`config.mk`:
```
export PLATFORM = sky130hd
export DESIGN_NAME = c8_ctrl
export DESIGN_NICKNAME = d
export VERILOG_FILES = /design/src/hw/rtl/c8_pkg.sv /design/src/hw/rtl/c8_ctrl.sv
export SDC_FILE = /design/constraint.sdc
export NUM_CORES = 1
export LEC_CHECK = 0
export ABC_AREA = 1
export BUFFER_PORTS_ARGS = -buffer_cell sky130_fd_sc_hd__buf_2
export CAP_MARGIN = 0
export CORE_AREA = 2 2 56 58
export DETAILED_ROUTE_END_ITERATION = 8
export DIE_AREA = 0 0 58 60
export PLACE_DENSITY = 0.73
export SLEW_MARGIN = 15
export SYNTH_ARGS = -nofsm -noshare
export SYNTH_HDL_FRONTEND = slang
export SYNTH_SLANG_ARGS = --single-unit
```
`constraint.sdc`:
```
create_clock -name clk -period 1.95 [get_ports clk]
set_input_delay 0.195 -clock clk [delete_from_list [all_inputs] [get_ports clk]]
set_output_delay 0.195 -clock clk [all_outputs]
set_load 0.02 [all_outputs]
```
`src/hw/rtl/c8_pkg.sv`:
```
`timescale 1ns / 1ps
// ----------------------------------------------------------------------------
// c8_pkg
// Shared constants, opcode codes, micro-op codes, status type and font table
// for the CHIP-8 instruction core.
// ----------------------------------------------------------------------------
package c8_pkg;

  localparam int MEM_BYTES   = 4096;
  localparam int ADDR_W      = $clog2(MEM_BYTES);
  localparam int STACK_DEPTH = 16;
  localparam int SP_W        = $clog2(STACK_DEPTH);
  localparam int FB_ROWS     = 32;
  localparam int FB_COLS     = 64;
  localparam int ROW_W       = $clog2(FB_ROWS);
  localparam int COL_W       = $clog2(FB_COLS);
  localparam int NREG        = 16;
  localparam int REG_AW      = $clog2(NREG);
  localparam int FONT_LEN    = 80;

  localparam logic [ADDR_W-1:0] PC_START  = 12'h200;
  localparam logic [ADDR_W-1:0] FONT_BASE = 12'h050;
  localparam logic [REG_AW-1:0] REG_FLAG  = 4'hF;

  // item operations
  localparam logic [1:0] OP_WRITE = 2'd0;
  localparam logic [1:0] OP_EXEC  = 2'd1;
  localparam logic [1:0] OP_ROW   = 2'd2;

  // opcode groups (top nibble)
  localparam logic [3:0] G_SYS  = 4'h0;
  localparam logic [3:0] G_JP   = 4'h1;
  localparam logic [3:0] G_CALL = 4'h2;
  localparam logic [3:0] G_SEQ  = 4'h3;
  localparam logic [3:0] G_SNE  = 4'h4;
  localparam logic [3:0] G_SEQR = 4'h5;
  localparam logic [3:0] G_LD   = 4'h6;
  localparam logic [3:0] G_ADD  = 4'h7;
  localparam logic [3:0] G_ALU  = 4'h8;
  localparam logic [3:0] G_SNER = 4'h9;
  localparam logic [3:0] G_LDI  = 4'hA;
  localparam logic [3:0] G_JPV  = 4'hB;
  localparam logic [3:0] G_RND  = 4'hC;
  localparam logic [3:0] G_DRW  = 4'hD;
  localparam logic [3:0] G_KEY  = 4'hE;
  localparam logic [3:0] G_MISC = 4'hF;

  localparam logic [15:0] OPC_CLS = 16'h00E0;
  localparam logic [15:0] OPC_RET = 16'h00EE;

  // 8XYN sub-operations
  localparam logic [3:0] A_MOV  = 4'h0;
  localparam logic [3:0] A_OR   = 4'h1;
  localparam logic [3:0] A_AND  = 4'h2;
  localparam logic [3:0] A_XOR  = 4'h3;
  localparam logic [3:0] A_ADD  = 4'h4;
  localparam logic [3:0] A_SUB  = 4'h5;
  localparam logic [3:0] A_SHR  = 4'h6;
  localparam logic [3:0] A_SUBN = 4'h7;
  localparam logic [3:0] A_SHL  = 4'hE;

  // EXNN / FXNN sub-operations
  localparam logic [7:0] K_SKP  = 8'h9E;
  localparam logic [7:0] K_SKNP = 8'hA1;
  localparam logic [7:0] M_GDT  = 8'h07;
  localparam logic [7:0] M_WKEY = 8'h0A;
  localparam logic [7:0] M_SDT  = 8'h15;
  localparam logic [7:0] M_SST  = 8'h18;
  localparam logic [7:0] M_ADDI = 8'h1E;
  localparam logic [7:0] M_FONT = 8'h29;
  localparam logic [7:0] M_BCD  = 8'h33;
  localparam logic [7:0] M_STR  = 8'h55;
  localparam logic [7:0] M_LDR  = 8'h65;

  // datapath micro-ops
  typedef logic [4:0] uop_t;
  localparam uop_t U_NOP    = 5'd0;
  localparam uop_t U_CLR    = 5'd1;
  localparam uop_t U_LATCH  = 5'd2;
  localparam uop_t U_WRB    = 5'd3;
  localparam uop_t U_F0     = 5'd4;
  localparam uop_t U_F1     = 5'd5;
  localparam uop_t U_F2     = 5'd6;
  localparam uop_t U_RY     = 5'd7;
  localparam uop_t U_R0     = 5'd8;
  localparam uop_t U_CAP0   = 5'd9;
  localparam uop_t U_EXEC   = 5'd10;
  localparam uop_t U_VF     = 5'd11;
  localparam uop_t U_FBCLR  = 5'd12;
  localparam uop_t U_DMRD   = 5'd13;
  localparam uop_t U_DFRD   = 5'd14;
  localparam uop_t U_DWR    = 5'd15;
  localparam uop_t U_DVF    = 5'd16;
  localparam uop_t U_BCD    = 5'd17;
  localparam uop_t U_SRD    = 5'd18;
  localparam uop_t U_SWR    = 5'd19;
  localparam uop_t U_LRD    = 5'd20;
  localparam uop_t U_LWR    = 5'd21;
  localparam uop_t U_ROWRD  = 5'd22;
  localparam uop_t U_ROWCAP = 5'd23;
  localparam uop_t U_OUT    = 5'd24;

  typedef struct packed {
    logic [1:0]  operation;
    logic [15:0] opcode;
    logic        cnt_eq_n;
    logic        cnt_eq_x;
    logic        cnt_init_last;
    logic        cnt_row_last;
    logic        cnt_bcd_last;
  } c8_stat_t;

  localparam logic [7:0] FONT [FONT_LEN] = '{
    8'hF0, 8'h90, 8'h90, 8'h90, 8'hF0, 8'h20, 8'h60, 8'h20, 8'h20, 8'h70,
    8'hF0, 8'h10, 8'hF0, 8'h80, 8'hF0, 8'hF0, 8'h10, 8'hF0, 8'h10, 8'hF0,
    8'h90, 8'h90, 8'hF0, 8'h10, 8'h10, 8'hF0, 8'h80, 8'hF0, 8'h10, 8'hF0,
    8'hF0, 8'h80, 8'hF0, 8'h90, 8'hF0, 8'hF0, 8'h10, 8'h20, 8'h40, 8'h40,
    8'hF0, 8'h90, 8'hF0, 8'h90, 8'hF0, 8'hF0, 8'h90, 8'hF0, 8'h10, 8'hF0,
    8'hF0, 8'h90, 8'hF0, 8'h90, 8'h90, 8'hE0, 8'h90, 8'hE0, 8'h90, 8'hE0,
    8'hF0, 8'h80, 8'h80, 8'h80, 8'hF0, 8'hE0, 8'h90, 8'h90, 8'h90, 8'hE0,
    8'hF0, 8'h80, 8'hF0, 8'h80, 8'hF0, 8'hF0, 8'h80, 8'hF0, 8'h80, 8'h80
  };

  // reset contents of main memory at one address
  function automatic logic [7:0] font_byte(input logic [ADDR_W-1:0] a);
    logic [ADDR_W-1:0] d;
    begin
      d = a - FONT_BASE;
      if (a >= FONT_BASE && d < ADDR_W'(FONT_LEN)) return FONT[d[6:0]];
      return 8'h00;
    end
  endfunction

endpackage

```
`src/hw/rtl/c8_ctrl.sv`:
```
`timescale 1ns / 1ps
// ----------------------------------------------------------------------------
// c8_ctrl
// Sequencer: runs byte writes, row reads, and fetch, operand read, execute
// and the multi-cycle loops, issuing one datapath micro-op per cycle.
// ----------------------------------------------------------------------------
module c8_ctrl import c8_pkg::*; (
  input  logic     clk,
  input  logic     rst_n,
  input  logic     in_valid,
  output logic     in_stall,
  output logic     out_valid,
  input  logic     out_stall,
  input  c8_stat_t stat,
  output uop_t     uop
);

  localparam logic [4:0] S_INIT   = 5'd0;
  localparam logic [4:0] S_IDLE   = 5'd1;
  localparam logic [4:0] S_DISP   = 5'd2;
  localparam logic [4:0] S_F0     = 5'd3;
  localparam logic [4:0] S_F1     = 5'd4;
  localparam logic [4:0] S_F2     = 5'd5;
  localparam logic [4:0] S_RY     = 5'd6;
  localparam logic [4:0] S_R0     = 5'd7;
  localparam logic [4:0] S_CAP0   = 5'd8;
  localparam logic [4:0] S_EX     = 5'd9;
  localparam logic [4:0] S_VF     = 5'd10;
  localparam logic [4:0] S_FBCLR  = 5'd11;
  localparam logic [4:0] S_DCHK   = 5'd12;
  localparam logic [4:0] S_DMRD   = 5'd13;
  localparam logic [4:0] S_DFRD   = 5'd14;
  localparam logic [4:0] S_DWR    = 5'd15;
  localparam logic [4:0] S_DVF    = 5'd16;
  localparam logic [4:0] S_BCD    = 5'd17;
  localparam logic [4:0] S_SRD    = 5'd18;
  localparam logic [4:0] S_SWR    = 5'd19;
  localparam logic [4:0] S_LRD    = 5'd20;
  localparam logic [4:0] S_LWR    = 5'd21;
  localparam logic [4:0] S_ROWRD  = 5'd22;
  localparam logic [4:0] S_ROWCAP = 5'd23;
  localparam logic [4:0] S_DONE   = 5'd24;

  logic [4:0] state_r, state_nxt;
  logic       ovld_r, ovld_nxt;
  logic [3:0] hi, n;
  logic [7:0] nn;

  assign hi = stat.opcode[15:12];
  assign n  = stat.opcode[3:0];
  assign nn = stat.opcode[7:0];

  always_comb begin
    state_nxt = state_r;
    uop       = U_NOP;
    ovld_nxt  = ovld_r && out_stall;
    case (state_r)
      S_INIT: begin
        uop = U_CLR;
        if (stat.cnt_init_last) state_nxt = S_IDLE;
      end
      S_IDLE: begin
        if (in_valid) begin
          uop       = U_LATCH;
          state_nxt = S_DISP;
        end
      end
      S_DISP: begin
        case (stat.operation)
          OP_WRITE: begin
            uop       = U_WRB;
            state_nxt = S_DONE;
          end
          OP_EXEC: state_nxt = S_F0;
          OP_ROW:  state_nxt = S_ROWRD;
          default: state_nxt = S_DONE;
        endcase
      end
      S_F0: begin
        uop       = U_F0;
        state_nxt = S_F1;
      end
      S_F1: begin
        uop       = U_F1;
        state_nxt = S_F2;
      end
      S_F2: begin
        uop       = U_F2;
        state_nxt = S_RY;
      end
      S_RY: begin
        uop       = U_RY;
        state_nxt = S_R0;
      end
      S_R0: begin
        uop       = U_R0;
        state_nxt = S_CAP0;
      end
      S_CAP0: begin
        uop       = U_CAP0;
        state_nxt = S_EX;
      end
      S_EX: begin
        uop       = U_EXEC;
        state_nxt = S_DONE;
        if (stat.opcode == OPC_CLS) begin
          state_nxt = S_FBCLR;
        end else begin
          case (hi)
            G_ALU: begin
              if (n inside {A_ADD, A_SUB, A_SHR, A_SUBN, A_SHL}) state_nxt = S_VF;
            end
            G_DRW: state_nxt = S_DCHK;
            G_MISC: begin
              case (nn)
                M_BCD:   state_nxt = S_BCD;
                M_STR:   state_nxt = S_SRD;
                M_LDR:   state_nxt = S_LRD;
                default: state_nxt = S_DONE;
              endcase
            end
            default: state_nxt = S_DONE;
          endcase
        end
      end
      S_VF: begin
        uop       = U_VF;
        state_nxt = S_DONE;
      end
      S_FBCLR: begin
        uop = U_FBCLR;
        if (stat.cnt_row_last) state_nxt = S_DONE;
      end
      // sprite: one memory row and one frame row per pass
      S_DCHK:  state_nxt = stat.cnt_eq_n ? S_DVF : S_DMRD;
      S_DMRD: begin
        uop       = U_DMRD;
        state_nxt = S_DFRD;
      end
      S_DFRD: begin
        uop       = U_DFRD;
        state_nxt = S_DWR;
      end
      S_DWR: begin
        uop       = U_DWR;
        state_nxt = S_DCHK;
      end
      S_DVF: begin
        uop       = U_DVF;
        state_nxt = S_DONE;
      end
      S_BCD: begin
        uop = U_BCD;
        if (stat.cnt_bcd_last) state_nxt = S_DONE;
      end
      S_SRD: begin
        uop       = U_SRD;
        state_nxt = S_SWR;
      end
      S_SWR: begin
        uop       = U_SWR;
        state_nxt = stat.cnt_eq_x ? S_DONE : S_SRD;
      end
      S_LRD: begin
        uop       = U_LRD;
        state_nxt = S_LWR;
      end
      S_LWR: begin
        uop       = U_LWR;
        state_nxt = stat.cnt_eq_x ? S_DONE : S_LRD;
      end
      S_ROWRD: begin
        uop       = U_ROWRD;
        state_nxt = S_ROWCAP;
      end
      S_ROWCAP: begin
        uop       = U_ROWCAP;
        state_nxt = S_DONE;
      end
      S_DONE: begin
        // result register free or draining this cycle
        if (!ovld_r || !out_stall) begin
          uop       = U_OUT;
          ovld_nxt  = 1'b1;
          state_nxt = S_IDLE;
        end
      end
      default: state_nxt = S_IDLE;
    endcase
  end

  always_ff @(posedge clk) begin
    if (!rst_n) begin
      state_r <= S_INIT;
      ovld_r  <= 1'b0;
    end else begin
      state_r <= state_nxt;
      ovld_r  <= ovld_nxt;
    end
  end

  assign in_stall  = (state_r != S_IDLE);
  assign out_valid = ovld_r;

endmodule

```
==> Word-level counts from Yosys, hierarchy flattened <==
Index checks and enable logic that the tools add are counted.
{ "word_totals": {"output_inout_bits": 7, "latch_bits": 0, "rom_bits": 0, "mem_bits_rw": 0, "reg_bits": 6, "mem_count": 0, "input_bits": 27, "elab_cells": 75} }
{ "op_classes": {"order_cmp": 0, "n_mux": 20, "n_bitwise": 0, "shift": 0, "addsub": 0, "n_mul": 0, "n_eq_ne": 44, "n_reduce_logical": 9, "div": 0} }
{ "ops": {"columns": ["op", "count"], "rows": [
  ["5-bit case mux with 24 select lines", 1],
  ["5-bit case mux with 23 select lines", 1],
  ["5-bit == test, second input constant", 9],
  ["5-bit two-way mux", 9],
  ["5-bit by 4-bit == test with 1-bit output, second input constant", 8],
  ["5-bit by 3-bit == test with 1-bit output, second input constant", 4],
  ["16-bit by 8-bit == test with 1-bit output, second input constant", 1],
  ["4-bit by 3-bit == test with 1-bit output, second input constant", 4],
  ["4-bit == test, second input constant", 4],
  ["8-bit by 7-bit == test with 1-bit output, second input constant", 2],
  ["5-bit case mux with 3 select lines", 1],
  ["4-bit case mux with 3 select lines", 1],
  ["5-bit by 2-bit == test with 1-bit output, second input constant", 2],
  ["2-bit inequality test, second input constant", 5],
  ["5-bit case mux with 2 select lines", 1],
  ["8-bit by 6-bit == test with 1-bit output, second input constant", 1],
  ["4-bit two-way mux", 2],
  ["5-bit by 1-bit == test with 1-bit output, second input constant", 1],
  ["5-bit logical NOT", 1],
  ["5-bit by 1-bit inequality test with 1-bit output, second input constant", 1],
  ["5-bit AND reduction", 1],
  ["5-bit nonzero test", 1],
  ["2-bit two-way mux", 2],
  ["3-bit OR reduction", 1],
  ["other kinds (7)", 9]
]} }

==> Depth between registers and ports, before layout <==
{ "logic_depth": {"word_depth": 6, "ltp_mapped": 12, "ltp_nobuf": 11} }

==> Least setup slack after synthesis <==
No wires, ideal clock.
{ "synth_path": {"path_type": "register to output", "startpoint": "reg state_r[1]", "endpoint": "out uop[1]", "required_ns": 1.755, "stages_incl_launch_ff": 7, "arrival_ns": 1.275, "path_slack_ns": 0.480, "path_cell_list": "dfxtp_1 buf_2 inv_2 nand3_2 inv_1 nand2_1 o2111ai_1"} }
{ "synth_between": {"elab_chain_len": 2, "elab_cells_between_ends": 25} }
{ "synth_rtl": {"columns": ["item", "line", "source"], "rows": [
  ["from (decl)", "c8_ctrl.sv:44", "logic [4:0] state_r, state_nxt;"],
  ["from (signal assigned)", "c8_ctrl.sv:197", "state_r <= state_nxt;"],
  ["5-bit == test (tied with other cells)", "c8_ctrl.sv:57", "case (state_r)"],
  ["5-bit case mux with 24 select lines (*)", "c8_ctrl.sv:57", null],
  ["to (decl)", "c8_ctrl.sv:15", "output uop_t uop"]
]} }
Mark *: on every way between the ends. The rest lies on a longest branch, timed or not.

==> Worst setup path after layout <==
{ "layout_path": {"startpoint": "reg state_r[4]", "endpoint": "out uop[1]"} }
The elaborated chain is that of the path after synthesis.

==> flow_summary_export.csv <==
group,metric,value,unit
routing,ant_nets,0,
setup_path,start_kind,"register",
sta,grt_setup_unrepaired,"no",
setup_path,r2r_slack,410,ps
cells_and_area,drive_gt1_frac,0.210,
global_routing,grt_start_max_net_pins,17,
yosys,syn_area,0.00109,mm^2
setup_path,path_class,"register to output port",
yosys,post-synth-top-count-cell,"nand2_1",
cells_and_area,n_antenna_cell,0,
setup_path,worstPathArrival,1620,ps
setup_path,worst_path_most_repeated_cell,"nand3_1",
yosys,yosys_register_bits,6,
yosys,synth_area_leader_cell,"nand2_1",
power_and_ir_drop,switchingPower,0.666,mW
setup_path,slowest_delay,460,ps
yosys,avgSynthCellArea,4.99,um^2
floorplan,die_h,60,um
min_path,hold_class,"input pin to register",
routing,first_pass_iters,4,
routing,routed_wl,3050,um
min_path,min_to,"state_r[0]$_SDFFE_PN0P_",
yosys,synth_top_area_frac,0.247,
power_and_ir_drop,sw_frac_of_total,0.570,
power_and_ir_drop,leakage,0.772,nW
setup_path,reg2reg_depth,10,
setup_path,r2r-start,"state_r[4]$_SDFFE_PN0P_",
setup_path,cp_top_family,"flip-flops",
yosys,yosys-top-cells-count,"72 x nand2_1, 39 x nor2_1, 29 x inv_1",
power_and_ir_drop,internal_power,0.502,mW
floorplan,die-area,0.00348,mm^2
yosys,synth_ff_type,"dfxtp_1",
setup_path,worst-path-buf-inv,2,
clock_network,post_cts_buffers,0,
sta,slew_headroom,0.790,
floorplan,dieWidth,58,um
setup_path,critPathCaptureType,"output port",
power_and_ir_drop,seq_power_share,0.194,
outcome,status,"complete, no violations",
cells_and_area,fillers,336,
placement,dp_hpwl,2580,um
sta,tns,0,ps
power_and_ir_drop,clkPwrFrac,0.102,
sta,setup_viol,0,
clock_network,ctsHoldBuffers,0,
yosys,yosysSeqAreaShare,0.110,
clock_network,cts_made_buffers,3,
sta,timing.final.max_slew_violations,0,
yosys,yosysWarningCount,0,
sta,timing.final.hold_violations,0,
global_routing,antenna_found_initial,0,
floorplan,fp-row-count,20,
clock_network,clk_latency,250,ps
min_path,min_from,"rst_n",
sta,period_share,0.931,
routing,drt-initial-drc-count,83,
clock_network,cts_resized,0,
yosys,netlist_top_cells_area,"nand2_1 25%, nor2_1 13%, dfxtp_1 11%, inv_1 10%, nand3_1 8.7%",
placement,place.gp.congestion,0.972,
global_routing,grt_overflow,0,
cells_and_area,nets,285,
floorplan,initial_core_util,0.376,
yosys,ys_types,25,
sta,post-route-min-period,1820,ps
yosys,syn_inst,219,
global_routing,track_usage,0.179,
placement,preCtsSetupSlack,261,ps
job,cap_viol_max_count,0,
setup_path,cp.required,1750,ps
clock_network,ctsRootBufferMaster,"clkbuf_4",
sta,worstMarginPinSlew,313,ps
sta,fmax,0.551,GHz
clock_network,clock-sinks,6,
routing,vias_per_cell,5.06,
min_path,whs_path_depth,3,
sta,finalWorstSetupSlack,135,ps
routing,route.detailed.drc,0,
clock_network,clk_path_buf_depth,2,
cells_and_area,syn_to_final_growth,20.4,%
yosys,synth_edf_count,0,
yosys,syn_nets,250,
setup_path,r2r-end,"state_r[1]$_SDFFE_PN0P_",
clock_network,htreeDepth,1,
clock_network,cts.clk_slew.worst_paths,50,ps
yosys,synthArstFlopShare,0,
sta,holdWs,184,ps
clock_network,cts_tree,"yes",
power_and_ir_drop,p_per_area,888,mW/mm^2
routing,wl_per_cell,10.7,um
global_routing,grt_pass1_wl,4910,um
sta,clock_skew,6.12,ps
global_routing,grt_pass1_vias,1246,
power_and_ir_drop,comb_power_share,0.705,
setup_path,cp_cell_sequence,"inv_2 > nand3_1 > nand3_1 > a21oi_1 > o2111ai_1 > buf_2",
floorplan,core_area,0.00290,mm^2
routing,via_count,1443,
placement,io_buffers,33,
setup_path,cp_max_fo,16,
setup_path,slowest_stage,"dfxtp_1",
power_and_ir_drop,ir_worst_vdd,0.562,mV
floorplan,ios,34,
## layout make-up
type / count / area, um^2 / area share
inverters: 32 / 120 / 0.0913
repair buffers: 34 / 173 / 0.131
flip-flops and latches: 6 / 124 / 0.0942
clock buffers: 3 / 22.5 / 0.0171
well taps: 33 / 41.3 / 0.0314
multi-input cells: 177 / 835 / 0.635
## kinds of logic (layout without fill, tap and decap cells)
| kind of cell | after synthesis | count (layout) | synth area share |
|---|---|---|---|
| adder cells (fa/ha/maj) | 4 | 4 | 0.0458 |
| buffers and inverters | 36 | 69 | 0.131 |
| flip-flops | 6 | 6 | 0.110 |
| AO/OA/AOI/OAI | 23 | 23 | 0.121 |
| AND/OR/NAND/NOR | 150 | 150 | 0.592 |
## registers in the layout, indices dropped and copies added (netlist names)
| signal | count |
|---|---|
| out_valid | 1 |
| state_r | 5 |
## power by group through the flow
| stage | Clock [mW] | Combinational [mW] | Sequential [mW] |
|---|---|---|---|
| finish | 0.119 | 0.823 | 0.226 |
| CTS | 0.118 | 0.813 | 0.216 |
| global route | 0.121 | 0.920 | 0.229 |
| detailed placement | 0 | 0.811 | 0.218 |
| floorplan | 0 | 0.640 | 0.175 |
| global placement | 0 | 0.826 | 0.220 |
## layer usage
metal,global-route usage,part of all wire,vias to the layer above
li1,-,-,766
met1,0.221,0.42,601
met2,0.321,0.48,63
met3,0.00866,0.062,13
met4,0.0797,0.033,0
met5,0,0,-
## metrics by stage
stage	total power [mW]	util	instances	area (um^2)
floorplan	0.815	-	219	1090
global placement	1.05	0.442	282	1280
detailed placement	1.03	0.442	282	1280
CTS	1.15	0.450	285	1310
global route	1.27	0.453	285	1320
finish	1.17	0.453	285	1320
## worst max-delay path by stage
stage / from / cells past startpoint / slack [ps] / end
2_1_floorplan: state_r[1]$_SDFFE_PN0P_ / 6 / 480 / uop[1]
3_3_place_gp: state_r[3]$_SDFFE_PN0P_ / 9 / 220 / state_r[2]$_SDFFE_PN0P_
3_5_place_dp: state_r[3]$_SDFFE_PN0P_ / 9 / 260 / state_r[2]$_SDFFE_PN0P_
4_1_cts: state_r[3]$_SDFFE_PN0P_ / 8 / 10 / uop[2]
5_1_grt: state_r[4]$_SDFFE_PN0P_ / 6 / 20 / uop[1]
6_report: state_r[4]$_SDFFE_PN0P_ / 6 / 130 / uop[1]
## cells in the final DEF (no fill, tap or decap), types with 4 or more instances in the layout
cell type | netlist | layout
nand4_1 | 4 | 4
inv_1 | 29 | 29
o211ai_1 | 4 | 4
nor2_1 | 39 | 38
nand2_1 | 72 | 71
o21ai_0 | 4 | 4
nand3_1 | 19 | 19
ha_1 | 4 | 4
buf_2 | 3 | 33
nor3_1 | 5 | 5
nor2_2 | 4 | 5
a21oi_1 | 11 | 11
## worst reg2reg max path, stage by stage (launching register included)
cell,delay [ps]
dfxtp_1,460
inv_2,180
nor2_1,260
nand3b_1,120
nand2_1,80
inv_1,40
nand2_1,50
nor2_1,30
nand2_1,60
nand2_1,50
a21oi_1,120
Power figures use the tool's default switching activity.
